==> src/rtl/core/i2cmrt_pkg.sv <==
// Shared types and constants for the I2C master register transfer block.
// No dependencies; used by i2cmrt_core and i2c_master_register_transfer.
`timescale 1ns / 1ps
`default_nettype none

package i2cmrt_pkg;

    // Input opcodes
    localparam logic [1:0] OP_TICK  = 2'd0;
    localparam logic [1:0] OP_WRITE = 2'd1;
    localparam logic [1:0] OP_READ  = 2'd2;
    localparam logic [1:0] OP_BYTE  = 2'd3;

    // Configuration register indexes
    localparam logic [1:0] REG_HALF_PERIOD = 2'd0;
    localparam logic [1:0] REG_DATA_SETUP  = 2'd1;
    localparam logic [1:0] REG_DATA_TAIL   = 2'd2;
    localparam logic [1:0] REG_POLL_LIMIT  = 2'd3;

    // Configuration reset values
    localparam logic [7:0] HALF_PERIOD_RST = 8'd5;
    localparam logic [7:0] DATA_SETUP_RST  = 8'd2;
    localparam logic [7:0] DATA_TAIL_RST   = 8'd3;
    localparam logic [7:0] POLL_LIMIT_RST  = 8'd50;

    typedef struct packed {
        logic [7:0] half_period_ticks;
        logic [7:0] data_setup_ticks;
        logic [7:0] data_tail_ticks;
        logic [7:0] ack_poll_limit;
    } cfg_t;

    typedef struct packed {
        logic [1:0] op;
        logic [7:0] device_address;
        logic [7:0] register_address;
        logic [7:0] byte_count;
        logic [7:0] write_byte;
        logic       sda_in;
    } item_t;

    typedef struct packed {
        logic       scl_level;
        logic       sda_level;
        logic       sda_drive;
        logic [7:0] read_byte;
        logic       read_valid;
        logic       read_last;
        logic       write_byte_wanted;
        logic       busy_res;
        logic       done_res;
        logic       status;
    } res_t;

endpackage

`default_nettype wire

==> src/rtl/core/i2c_master_register_transfer.sv <==
// I2C master register transfer: top level with input register, result register
// and configuration registers. Depends on i2cmrt_pkg and i2cmrt_core.
//
// Each input transfer is one bus timing tick; one tick is accepted every clock
// cycle while results are taken; each tick yields exactly one result transfer,
// via the input register, then the result register. The sequencer state advances
// only when a registered tick moves into the result register, so back-pressure on
// the result side stalls the bus timing but loses nothing. op 1/2 start a write or
// read transaction while idle; op 3 supplies a data byte when write_byte_wanted is
// shown. Configuration writes are taken at any time but should be made while idle.
`timescale 1ns / 1ps
`default_nettype none

module i2c_master_register_transfer (
    input  wire logic       aclk,
    input  wire logic       aresetn,
    // tick input
    input  wire logic       s_valid,
    output logic            s_ready,
    input  wire logic [1:0] s_op,
    input  wire logic [7:0] s_device_address,
    input  wire logic [7:0] s_register_address,
    input  wire logic [7:0] s_byte_count,
    input  wire logic [7:0] s_write_byte,
    input  wire logic       s_sda_in,
    // tick result
    output logic            m_valid,
    input  wire logic       m_ready,
    output logic            m_scl_level,
    output logic            m_sda_level,
    output logic            m_sda_drive,
    output logic [7:0]      m_read_byte,
    output logic            m_read_valid,
    output logic            m_read_last,
    output logic            m_write_byte_wanted,
    output logic            m_busy_res,
    output logic            m_done_res,
    output logic            m_status,
    // configuration
    input  wire logic       cfg_we,
    input  wire logic [1:0] cfg_index,
    input  wire logic [7:0] cfg_wdata
);

    i2cmrt_pkg::cfg_t  cfg_reg;
    i2cmrt_pkg::item_t item_reg;
    i2cmrt_pkg::res_t  res_reg;
    i2cmrt_pkg::res_t  res_comb;
    logic              in_valid_reg;
    logic              out_valid_reg;
    logic              advance;

    assign advance = in_valid_reg && (!out_valid_reg || m_ready);
    assign s_ready = !in_valid_reg || advance;

    always_ff @(posedge aclk) begin
        if (!aresetn) begin
            cfg_reg.half_period_ticks <= i2cmrt_pkg::HALF_PERIOD_RST;
            cfg_reg.data_setup_ticks  <= i2cmrt_pkg::DATA_SETUP_RST;
            cfg_reg.data_tail_ticks   <= i2cmrt_pkg::DATA_TAIL_RST;
            cfg_reg.ack_poll_limit    <= i2cmrt_pkg::POLL_LIMIT_RST;
        end else if (cfg_we) begin
            unique case (cfg_index)
                i2cmrt_pkg::REG_HALF_PERIOD: cfg_reg.half_period_ticks <= cfg_wdata;
                i2cmrt_pkg::REG_DATA_SETUP:  cfg_reg.data_setup_ticks  <= cfg_wdata;
                i2cmrt_pkg::REG_DATA_TAIL:   cfg_reg.data_tail_ticks   <= cfg_wdata;
                i2cmrt_pkg::REG_POLL_LIMIT:  cfg_reg.ack_poll_limit    <= cfg_wdata;
                default: ;
            endcase
        end
    end

    always_ff @(posedge aclk) begin
        if (!aresetn) begin
            in_valid_reg <= 1'b0;
        end else if (s_ready) begin
            in_valid_reg <= s_valid;
        end
    end

    always_ff @(posedge aclk) begin
        if (s_valid && s_ready) begin
            item_reg.op               <= s_op;
            item_reg.device_address   <= s_device_address;
            item_reg.register_address <= s_register_address;
            item_reg.byte_count       <= s_byte_count;
            item_reg.write_byte       <= s_write_byte;
            item_reg.sda_in           <= s_sda_in;
        end
    end

    i2cmrt_core u_core (
        .aclk    (aclk),
        .aresetn (aresetn),
        .step    (advance),
        .item    (item_reg),
        .cfg     (cfg_reg),
        .res     (res_comb)
    );

    always_ff @(posedge aclk) begin
        if (!aresetn) begin
            out_valid_reg <= 1'b0;
        end else if (advance) begin
            out_valid_reg <= 1'b1;
        end else if (m_ready) begin
            out_valid_reg <= 1'b0;
        end
    end

    always_ff @(posedge aclk) begin
        if (advance) begin
            res_reg <= res_comb;
        end
    end

    assign m_valid             = out_valid_reg;
    assign m_scl_level         = res_reg.scl_level;
    assign m_sda_level         = res_reg.sda_level;
    assign m_sda_drive         = res_reg.sda_drive;
    assign m_read_byte         = res_reg.read_byte;
    assign m_read_valid        = res_reg.read_valid;
    assign m_read_last         = res_reg.read_last;
    assign m_write_byte_wanted = res_reg.write_byte_wanted;
    assign m_busy_res          = res_reg.busy_res;
    assign m_done_res          = res_reg.done_res;
    assign m_status            = res_reg.status;

endmodule

`default_nettype wire

==> src/rtl/core/i2cmrt_core.sv <==
// Bus sequencer: transaction state registers and the per-tick next-state logic.
// Depends on i2cmrt_pkg.
`timescale 1ns / 1ps
`default_nettype none

module i2cmrt_core (
    input  wire logic            aclk,
    input  wire logic            aresetn,
    input  wire logic            step,
    input  wire i2cmrt_pkg::item_t item,
    input  wire i2cmrt_pkg::cfg_t  cfg,
    output i2cmrt_pkg::res_t      res
);

    localparam logic [4:0] PH_IDLE      = 5'd0;
    localparam logic [4:0] PH_START_A   = 5'd1;
    localparam logic [4:0] PH_START_B   = 5'd2;
    localparam logic [4:0] PH_BIT_SETUP = 5'd3;
    localparam logic [4:0] PH_BIT_HIGH  = 5'd4;
    localparam logic [4:0] PH_BIT_TAIL  = 5'd5;
    localparam logic [4:0] PH_ACK_WAIT  = 5'd6;
    localparam logic [4:0] PH_ACK_HIGH  = 5'd7;
    localparam logic [4:0] PH_WAIT_BYTE = 5'd8;
    localparam logic [4:0] PH_RD_LOW    = 5'd9;
    localparam logic [4:0] PH_RD_HIGH   = 5'd10;
    localparam logic [4:0] PH_MACK_LOW  = 5'd11;
    localparam logic [4:0] PH_MACK_HIGH = 5'd12;
    localparam logic [4:0] PH_STOP_LOW  = 5'd13;
    localparam logic [4:0] PH_STOP_HIGH = 5'd14;

    // Byte stages within a transaction
    localparam logic [1:0] BS_DEVICE   = 2'd0;
    localparam logic [1:0] BS_REGISTER = 2'd1;
    localparam logic [1:0] BS_READ_ADR = 2'd2;
    localparam logic [1:0] BS_DATA     = 2'd3;

    logic [4:0] phase_reg,  phase_next;
    logic [7:0] tick_reg,   tick_next;
    logic [2:0] bit_reg,    bit_next;
    logic [7:0] shift_reg,  shift_next;
    logic [7:0] poll_reg,   poll_next;
    logic [7:0] bytes_reg,  bytes_next;
    logic       rmode_reg,  rmode_next;
    logic [7:0] taddr_reg,  taddr_next;
    logic [7:0] treg_reg,   treg_next;
    logic [1:0] stage_reg,  stage_next;
    logic       failed_reg, failed_next;

    logic [4:0] cur_phase;
    logic [7:0] cur_tick;
    logic [7:0] half_len;
    logic [7:0] setup_len;
    logic [8:0] len;
    logic       over;

    assign half_len  = (cfg.half_period_ticks == 8'd0) ? 8'd1 : cfg.half_period_ticks;
    assign setup_len = (cfg.data_setup_ticks == 8'd0) ? 8'd1 : cfg.data_setup_ticks;

    always_comb begin
        phase_next  = phase_reg;
        tick_next   = tick_reg;
        bit_next    = bit_reg;
        shift_next  = shift_reg;
        poll_next   = poll_reg;
        bytes_next  = bytes_reg;
        rmode_next  = rmode_reg;
        taddr_next  = taddr_reg;
        treg_next   = treg_reg;
        stage_next  = stage_reg;
        failed_next = failed_reg;
        res         = '0;

        // Commands are taken before the tick is worked
        if (phase_reg == PH_IDLE && (item.op == i2cmrt_pkg::OP_WRITE ||
                                     item.op == i2cmrt_pkg::OP_READ)) begin
            rmode_next  = (item.op == i2cmrt_pkg::OP_READ);
            taddr_next  = item.device_address;
            treg_next   = item.register_address;
            bytes_next  = item.byte_count;
            shift_next  = item.device_address;
            stage_next  = BS_DEVICE;
            failed_next = 1'b0;
            bit_next    = 3'd0;
            tick_next   = 8'd0;
            phase_next  = PH_START_A;
        end else if (phase_reg == PH_WAIT_BYTE && item.op == i2cmrt_pkg::OP_BYTE) begin
            shift_next = item.write_byte;
            bytes_next = bytes_reg - 8'd1;
            bit_next   = 3'd0;
            tick_next  = 8'd0;
            phase_next = PH_BIT_SETUP;
        end

        cur_phase = phase_next;
        cur_tick  = tick_next;

        unique case (cur_phase)
            PH_BIT_SETUP: len = {1'b0, setup_len};
            PH_BIT_TAIL:  len = {1'b0, cfg.data_tail_ticks};
            default:      len = {1'b0, half_len};
        endcase
        over = ({1'b0, cur_tick} + 9'd1) >= len;

        // Bus levels for this tick
        res.scl_level = 1'b1;
        res.sda_level = 1'b1;
        res.sda_drive = 1'b1;
        unique case (cur_phase)
            PH_START_B: res.sda_level = 1'b0;
            PH_BIT_SETUP, PH_BIT_TAIL: begin
                res.scl_level = 1'b0;
                res.sda_level = shift_next[7];
            end
            PH_BIT_HIGH: res.sda_level = shift_next[7];
            PH_ACK_WAIT, PH_RD_LOW: begin
                res.scl_level = 1'b0;
                res.sda_drive = 1'b0;
            end
            PH_WAIT_BYTE: begin
                res.scl_level         = 1'b0;
                res.sda_drive         = 1'b0;
                res.write_byte_wanted = 1'b1;
            end
            PH_ACK_HIGH, PH_RD_HIGH: res.sda_drive = 1'b0;
            PH_MACK_LOW: begin
                res.scl_level = 1'b0;
                res.sda_level = (bytes_next <= 8'd1);
            end
            PH_MACK_HIGH: res.sda_level = (bytes_next <= 8'd1);
            PH_STOP_LOW: begin
                res.scl_level = 1'b0;
                res.sda_level = 1'b0;
            end
            PH_STOP_HIGH: res.sda_level = 1'b0;
            default: ;
        endcase

        // Phase advance
        unique case (cur_phase)
            PH_START_A: begin
                tick_next = over ? 8'd0 : cur_tick + 8'd1;
                if (over) phase_next = PH_START_B;
            end
            PH_START_B: begin
                tick_next = over ? 8'd0 : cur_tick + 8'd1;
                if (over) begin
                    bit_next   = 3'd0;
                    phase_next = PH_BIT_SETUP;
                end
            end
            PH_BIT_SETUP: begin
                tick_next = over ? 8'd0 : cur_tick + 8'd1;
                if (over) phase_next = PH_BIT_HIGH;
            end
            PH_BIT_HIGH, PH_BIT_TAIL: begin
                tick_next = over ? 8'd0 : cur_tick + 8'd1;
                if (over) begin
                    if (cur_phase == PH_BIT_HIGH && cfg.data_tail_ticks != 8'd0) begin
                        phase_next = PH_BIT_TAIL;
                    end else if (bit_next != 3'd7) begin
                        bit_next   = bit_next + 3'd1;
                        shift_next = {shift_next[6:0], 1'b0};
                        phase_next = PH_BIT_SETUP;
                    end else begin
                        bit_next   = 3'd0;
                        poll_next  = 8'd0;
                        phase_next = PH_ACK_WAIT;
                    end
                end
            end
            PH_ACK_WAIT: begin
                tick_next = over ? 8'd0 : cur_tick + 8'd1;
                if (over) begin
                    if (!item.sda_in) begin
                        phase_next = PH_ACK_HIGH;
                    end else if (poll_next >= cfg.ack_poll_limit) begin
                        failed_next = 1'b1;
                        phase_next  = PH_STOP_LOW;
                    end else begin
                        poll_next = poll_next + 8'd1;
                    end
                end
            end
            PH_ACK_HIGH: begin
                tick_next = over ? 8'd0 : cur_tick + 8'd1;
                if (over) begin
                    bit_next = 3'd0;
                    case (stage_next)
                        BS_DEVICE: begin
                            shift_next = treg_next;
                            stage_next = BS_REGISTER;
                            phase_next = PH_BIT_SETUP;
                        end
                        BS_REGISTER: begin
                            if (rmode_next) begin
                                shift_next = taddr_next + 8'd1;
                                stage_next = BS_READ_ADR;
                                phase_next = PH_START_A;
                            end else begin
                                stage_next = BS_DATA;
                                phase_next = (bytes_next != 8'd0) ? PH_WAIT_BYTE
                                                                  : PH_STOP_LOW;
                            end
                        end
                        BS_READ_ADR:
                            phase_next = (bytes_next != 8'd0) ? PH_RD_LOW : PH_STOP_LOW;
                        default:
                            phase_next = (bytes_next != 8'd0) ? PH_WAIT_BYTE : PH_STOP_LOW;
                    endcase
                end
            end
            PH_RD_LOW: begin
                tick_next = over ? 8'd0 : cur_tick + 8'd1;
                if (over) phase_next = PH_RD_HIGH;
            end
            PH_RD_HIGH: begin
                // sample on the first tick with SCL high
                if (cur_tick == 8'd0) begin
                    shift_next = {shift_next[6:0], item.sda_in};
                    if (bit_next == 3'd7) begin
                        res.read_valid = 1'b1;
                        res.read_byte  = shift_next;
                        res.read_last  = (bytes_next == 8'd1);
                    end
                end
                tick_next = over ? 8'd0 : cur_tick + 8'd1;
                if (over) begin
                    if (bit_next != 3'd7) begin
                        bit_next   = bit_next + 3'd1;
                        phase_next = PH_RD_LOW;
                    end else begin
                        bit_next   = 3'd0;
                        phase_next = PH_MACK_LOW;
                    end
                end
            end
            PH_MACK_LOW: begin
                tick_next = over ? 8'd0 : cur_tick + 8'd1;
                if (over) phase_next = PH_MACK_HIGH;
            end
            PH_MACK_HIGH: begin
                tick_next = over ? 8'd0 : cur_tick + 8'd1;
                if (over) begin
                    bytes_next = bytes_next - 8'd1;
                    phase_next = (bytes_next != 8'd0) ? PH_RD_LOW : PH_STOP_LOW;
                end
            end
            PH_STOP_LOW: begin
                tick_next = over ? 8'd0 : cur_tick + 8'd1;
                if (over) phase_next = PH_STOP_HIGH;
            end
            PH_STOP_HIGH: begin
                tick_next = over ? 8'd0 : cur_tick + 8'd1;
                if (over) begin
                    phase_next   = PH_IDLE;
                    res.done_res = 1'b1;
                    res.status   = failed_next;
                end
            end
            PH_WAIT_BYTE: ;
            default: begin
                phase_next = PH_IDLE;
                tick_next  = 8'd0;
            end
        endcase

        res.busy_res = (phase_next != PH_IDLE);
    end

    always_ff @(posedge aclk) begin
        if (!aresetn) begin
            phase_reg  <= PH_IDLE;
            tick_reg   <= 8'd0;
            bit_reg    <= 3'd0;
            shift_reg  <= 8'd0;
            poll_reg   <= 8'd0;
            bytes_reg  <= 8'd0;
            rmode_reg  <= 1'b0;
            taddr_reg  <= 8'd0;
            treg_reg   <= 8'd0;
            stage_reg  <= BS_DEVICE;
            failed_reg <= 1'b0;
        end else if (step) begin
            phase_reg  <= phase_next;
            tick_reg   <= tick_next;
            bit_reg    <= bit_next;
            shift_reg  <= shift_next;
            poll_reg   <= poll_next;
            bytes_reg  <= bytes_next;
            rmode_reg  <= rmode_next;
            taddr_reg  <= taddr_next;
            treg_reg   <= treg_next;
            stage_reg  <= stage_next;
            failed_reg <= failed_next;
        end
    end

endmodule

`default_nettype wire
==> config.mk <==
export PLATFORM = sky130hd
export DESIGN_NAME = i2c_master_register_transfer
export DESIGN_NICKNAME = d
export VERILOG_FILES = /design/src/rtl/core/i2cmrt_pkg.sv /design/src/rtl/core/i2c_master_register_transfer.sv /design/src/rtl/core/i2cmrt_core.sv
export SDC_FILE = /design/constraint.sdc
export NUM_CORES = 1
export LEC_CHECK = 0
export BUFFER_PORTS_ARGS = -buffer_cell sky130_fd_sc_hd__buf_2
export CORE_ASPECT_RATIO = 0.8
export CORE_MARGIN = 3
export CORE_UTILIZATION = 60
export CTS_CLUSTER_SIZE = 16
export DETAILED_ROUTE_END_ITERATION = 10
export PLACE_DENSITY = 0.8
export SYNTH_ARGS = -nofsm -noshare
export SYNTH_HDL_FRONTEND = slang
export SYNTH_HIERARCHICAL = 1
export SYNTH_SLANG_ARGS = --single-unit
==> constraint.sdc <==
create_clock -name aclk -period 6.42 [get_ports aclk]
set_input_delay 1.284 -clock aclk [delete_from_list [all_inputs] [get_ports aclk]]
set_output_delay 1.284 -clock aclk [all_outputs]
set_load 0.05 [all_outputs]
# [After elaboration in Yosys (flattened, before gate mapping)]
# Cells that the tools add are included.
[word_totals] in_bits=50 latchBits=0 mem_bits_rw=0 romBits=0 regBits=146 mem_count=0
[op_classes] div=0 reduce_logical=38 bitwise=0 add_sub_neg=7 magnitude_cmp=3 eq_ne=32 n_mul=0 shifts=0 n_mux=82
[ops] op="$mux 8" n=25
[ops] op="$mux 5" n=18
[ops] op="$pmux 5 s13" n=1
[ops] op="$pmux 8 s2" n=4
[ops] op="$eq 5x4->1 const B" n=8
[ops] op="$mux 3" n=11
[ops] op="$add 8x1->8 const B" n=3
[ops] op="$logic_not 8->1" n=3
[ops] op="$pmux 8 s3" n=1
[ops] op="$reduce_bool 8->1" n=3
[ops] op="$eq 5x3->1 const B" n=4
[ops] op="$sub 8x1->8 const B" n=2
[ops] op="$pmux 5 s3" n=1
[ops] op="$reduce_or 13->1" n=1
[ops] op="$mux 1" n=12
[ops] op="$mux 2" n=6
[ops] op="$reduce_and 2->1" n=6
[ops] op="$eq 2x2->1 const B" n=5
[ops] op="$eq 5x2->1 const B" n=2
[ops] op="$add 8x1->9 const B" n=1
[ops] op="$ge 9x8->1" n=1
[ops] op="$pmux 3 s3" n=1
[ops] op="$eq 8x1->1 const B" n=1
[ops] op="$ge 8x8->1" n=1
[ops] op="23 further kinds" n=41

# [Logic depth before layout (Yosys ltp)]
[depth] word_depth=11 depth_mapped=20 ltp_nobuf=19

# [Modules after synthesis]
# The synthesis kept the hierarchy.
[by_module_without_submodules] mod="i2cmrt_core" n_inst=1 cells_per_inst=696 seq_area_each_um2=1201.2 area_per_inst_um2=5107.4
[by_module_without_submodules] mod="i2c_master_register_transfer" n_inst=1 cells_per_inst=184 seq_area_each_um2=2242.2 area_per_inst_um2=2894.0

# [Least setup slack after synthesis]
# OpenSTA, ideal clock, no wires.
[synth_path] path_type="register to register" from="reg item_reg[34] (netlist bit)" to="reg u_core.poll_reg[5]" synth_period_minus_slack_ns=4.659 arrival_time_ns=4.587 path_buffers=3 setup_ns=0.072 stages_incl_launch_ff=20 setup_slack_ns=1.761 cell_sequence="edfxtp_1 ha_1 nor2_2 nand2_1 buf_2 buf_1 a21oi_1 nor2_1 o21ai_0 nand3_1 ha_1 nand2b_1 a2111oi_1 or4b_4 and2_4 buf_6 nor4b_4 nand4_2 or3_1 a21oi_1"
[synth_between] elab_chain_len=9
[synth_rtl] element="from (decl)" line="i2c_master_register_transfer.sv:46" text="i2cmrt_pkg::item_t item_reg;"
[synth_rtl] element="parallel branches: the longest is 9 deep, another holds $add 8x1->9"
[synth_rtl] element="to (signal assigned)" line="i2cmrt_core.sv:288" text="poll_reg <= poll_next;"
[synth_rtl] element="to (decl)" line="i2cmrt_core.sv:41" text="logic [7:0] poll_reg, poll_next;"
# Several ways; the timed one is not identified.
# A chain may end at the register's enable or synchronous reset.

# [Worst setup path after layout]
[layout_path] from="reg u_core.phase_reg[1]" to="reg u_core.poll_reg[7]"
[layout_between] elab_chain_len=9
[layout_rtl] element="from (decl)" line="i2cmrt_core.sv:37" text="logic [4:0] phase_reg, phase_next;"
[layout_rtl] element="from (signal assigned)" line="i2cmrt_core.sv:284" text="phase_reg <= phase_next;"
[layout_rtl] element="parallel branches: the longest is 9 deep, another holds $add 8x1->9"
# Several ways; the timed one is not identified.

==> impl_metrics.ini <==
[grt]
grt_antenna_before_repair = 1
grt_pass1_vias = 6335
grt_pass1_wl_mm = 33.1
grt_overflow = 0
grt_max_degree = 61
grt_usage_pct = 28.7

[setup_path]
arrival_ps = 5740
crit_fanout = 23
crit_end = u_core/poll_reg[7]$_SDFFE_PN0P_
crit_top_cell = a21oi_1
rr_startpoint = u_core/phase_reg[1]$_SDFFE_PN0P_
timing.rr.end = u_core/poll_reg[7]$_SDFFE_PN0P_
reg2reg_slack_ps = 1010
cpPeakStageDelay_ps = 890
path_cells = nor4_4 > nand2_1 > a21oi_1 > nor2_1 > o21ai_0 > nand3_1 > ha_1 > nand2b_1 > a2111oi_1 > or4b_4 > and2_4 > nor4b_4 > nand4_2 > or3_1 > a21oi_1
crit_cells = 15
reg2reg_depth = 15
startpoint_type = register
cp_top_family = simple AND/OR/NAND/NOR gates
critPathRequiredTime_ps = 6760
worstSetupPathType = reg -> reg
worst-path-buf-inv = 0
critPathSlowestCell = nor4_4
critPathLaunch = u_core/phase_reg[1]$_SDFFE_PN0P_
cp-end-kind = register

[timing]
fin_crit_ps = 5410
clock_skew_ps = 5.78
drv_slew = 0
rsz0062_at_grt = no
max_freq_mhz = 185
worst_slew_pin_slew_ps = 1250
tns_ps = 0
fin_crit_sh_pct = 84.2
relSlewSlack_pct = 16.6
setup_viol = 0
final-hold-violation-count = 0

[floorplan]
rows = 37
dieArea_um2 = 14800
die_w_um = 135
dieHeight_um = 109
coreArea_um2 = 13000
pin_count = 69
start_util_pct = 61.7

[drt]
routed_via_density = 6.28
wl_per_cell_um = 18.6
num_vias = 6994
drcViolationCount = 0
ant_nets = 0
drtPass1Iterations = 7
wirelength_mm = 20.8
drtIter0Drc = 1079

[logic_synthesis]
synthArstFlopShare_pct = 0
synth.area.top_cells = dfxtp_1 24%, edfxtp_1 20%, mux2i_1 6.4%
synth_nets = 958
yosys.area.top_type = dfxtp_1
ys_warn_count = 6
yosysUniqueCellTypes = 83
seq_area_frac_synth_pct = 43.0
syn_avg_cell_area_um2 = 9.09
synthFlopType = dfxtp_1
synth_area_um2 = 8000
syn-instance-count = 880
synth_top_area_share_pct = 23.5
synth_edf_count = 52
ys_ff_latch = 146

[cts]
clk_pin_slew_ps = 60
cts_hold_buf = 0
cts_tree = done
ctsRootBufferMaster = clkbuf_16
clock-sinks = 146
clock_path_buffers = 2
cts_setup_buffers = 0
clk_latency_ps = 420
postCtsResizedCells = 0
numCtsBuffers = 17
ctsHtreeMaxLevel = 4

[min_path]
hold_class = reg -> reg

[layout]
syn_to_final_growth_pct = 12.9
nets = 1004
regArea_um2 = 3440
fin_cells = 1114
num_antenna_cells = 0
largest_reg_flops = 35
drive_gt1_share_pct = 14.5
num-fill-cells = 1001
multi_input_area_um2 = 4220

[place]
place_inst = 1082
numPortBuffers = 68
gp_congestion = 1.01
dp_hpwl_mm = 14.3

[outcome]
outcome = complete, no violations

[power]
p_leak_nw = 3.47
power.density_nw_per_um2 = 265
irDropWorstVdd_mv = 0.288

[flow_run]
max-cap-violations = 0
-- routing by layer --
metal,up-vias,track usage [%],wire (um)
met1,3263,42.9,9700
met2,403,40.5,8460
li1,3293,-,-
met4,0,6.76,295
met3,35,9.15,2300
met5,-,0,0
-- worst reg2reg max path, delay by kind of cell (launching register included) --
kind / cells / cell delay [ps]
simple gates: 10 / 3440
flops: 1 / 570
compound gates: 4 / 1050
fa+ha+maj: 1 / 270
-- synthesized netlist by cell type, types with 12 or more instances --
cell type	instances
a21oi_1	51
a22oi_1	14
and3_1	16
buf_2	14
clkbuf_1	27
dfxtp_1	94
edfxtp_1	52
ha_1	28
inv_1	30
mux2i_1	51
nand2_1	126
nand3_1	21
nand4_1	12
nor2_1	66
nor2b_1	15
nor3_1	18
o21ai_0	46
xnor2_1	15
-- kinds of logic after synthesis --
logic type                 share of synthesized area [%]
muxes                                               6.52
DFF                                                 43.0
and+or+nand+nor                                     21.2
AOI/OAI and AO/OA                                   17.5
buffers and inverters                               4.49
adders and majority gates                           4.38
xor gates and xnor gates                            2.85
-- worst min path at each step --
stage	startpoint	end	slack [ps]	cells past startpoint
2_1_floorplan	cfg_reg[6]$_SDFFE_PN0P_	cfg_reg[6]$_SDFFE_PN0P_	430	2
3_3_place_gp	u_core/treg_reg[1]$_SDFFE_PN0P_	u_core/treg_reg[1]$_SDFFE_PN0P_	440	2
3_5_place_dp	u_core/treg_reg[6]$_SDFFE_PN0P_	u_core/treg_reg[6]$_SDFFE_PN0P_	450	2
4_1_cts	u_core/treg_reg[0]$_SDFFE_PN0P_	u_core/treg_reg[0]$_SDFFE_PN0P_	460	2
5_1_grt	u_core/treg_reg[2]$_SDFFE_PN0P_	u_core/treg_reg[2]$_SDFFE_PN0P_	480	2
6_report	u_core/treg_reg[2]$_SDFFE_PN0P_	u_core/treg_reg[2]$_SDFFE_PN0P_	460	2
-- per-stage QoR --
step / setup slack, ps / power, mW / utilization, % / hold WS, ps / cell area [um2]
finish: 1010 / 2.40 / 69.7 / 456 / 9030
global placement: 1350 / 1.36 / 64.9 / 441 / 8410
CTS: 1120 / 2.40 / 69.7 / 458 / 9030
floorplan: 1760 / 1.27 / - / 435 / 8000
detailed placement: 1150 / 1.36 / 64.9 / 447 / 8410
global route: 489 / 2.48 / 69.7 / 478 / 9030
-- final cells by class --
| cell class | instances | area share (%) |
|---|---|---|
| multi-input cells | 652 | 46.7 |
| flip-flops and latches | 146 | 38.1 |
| clock buffers | 23 | 5.18 |
| repair buffers | 78 | 4.60 |
| well taps | 175 | 2.42 |
| clock inverters | 9 | 1.69 |
| inverters | 31 | 1.29 |
-- cell usage in the layout, fill, tap and decap left out, drive strengths merged, types with 7 or more instances in the layout --
cell / Yosys / layout
nor2: 69 / 69
a41oi: 7 / 7
and3: 17 / 17
o211ai: 7 / 7
nand2: 127 / 127
or3: 8 / 8
nand3: 21 / 21
ha: 28 / 28
a31oi: 8 / 8
a22o: 7 / 7
xnor2: 15 / 15
nor4: 14 / 14
a21oi: 52 / 52
buf: 24 / 78
xor2: 11 / 11
nor3: 20 / 20
dfxtp: 94 / 94
a22oi: 14 / 14
nor2b: 15 / 15
clkbuf: 27 / 23
o21ai: 53 / 53
o22ai: 11 / 11
inv: 30 / 31
edfxtp: 52 / 52
a211oi: 11 / 11
nand4: 13 / 13
mux2i: 51 / 51
-- report_power, final --
part | switching [mW] | leakage, nW | total, mW | internal [mW]
combinational | 0.219 | 1.92 | 0.328 | 0.110
clock | 0.368 | 0.295 | 1.04 | 0.670
sequential | 0.0294 | 1.25 | 1.03 | 1.00
total | 0.616 | 3.47 | 2.40 | 1.78
Power figures use the tool's default switching activity.
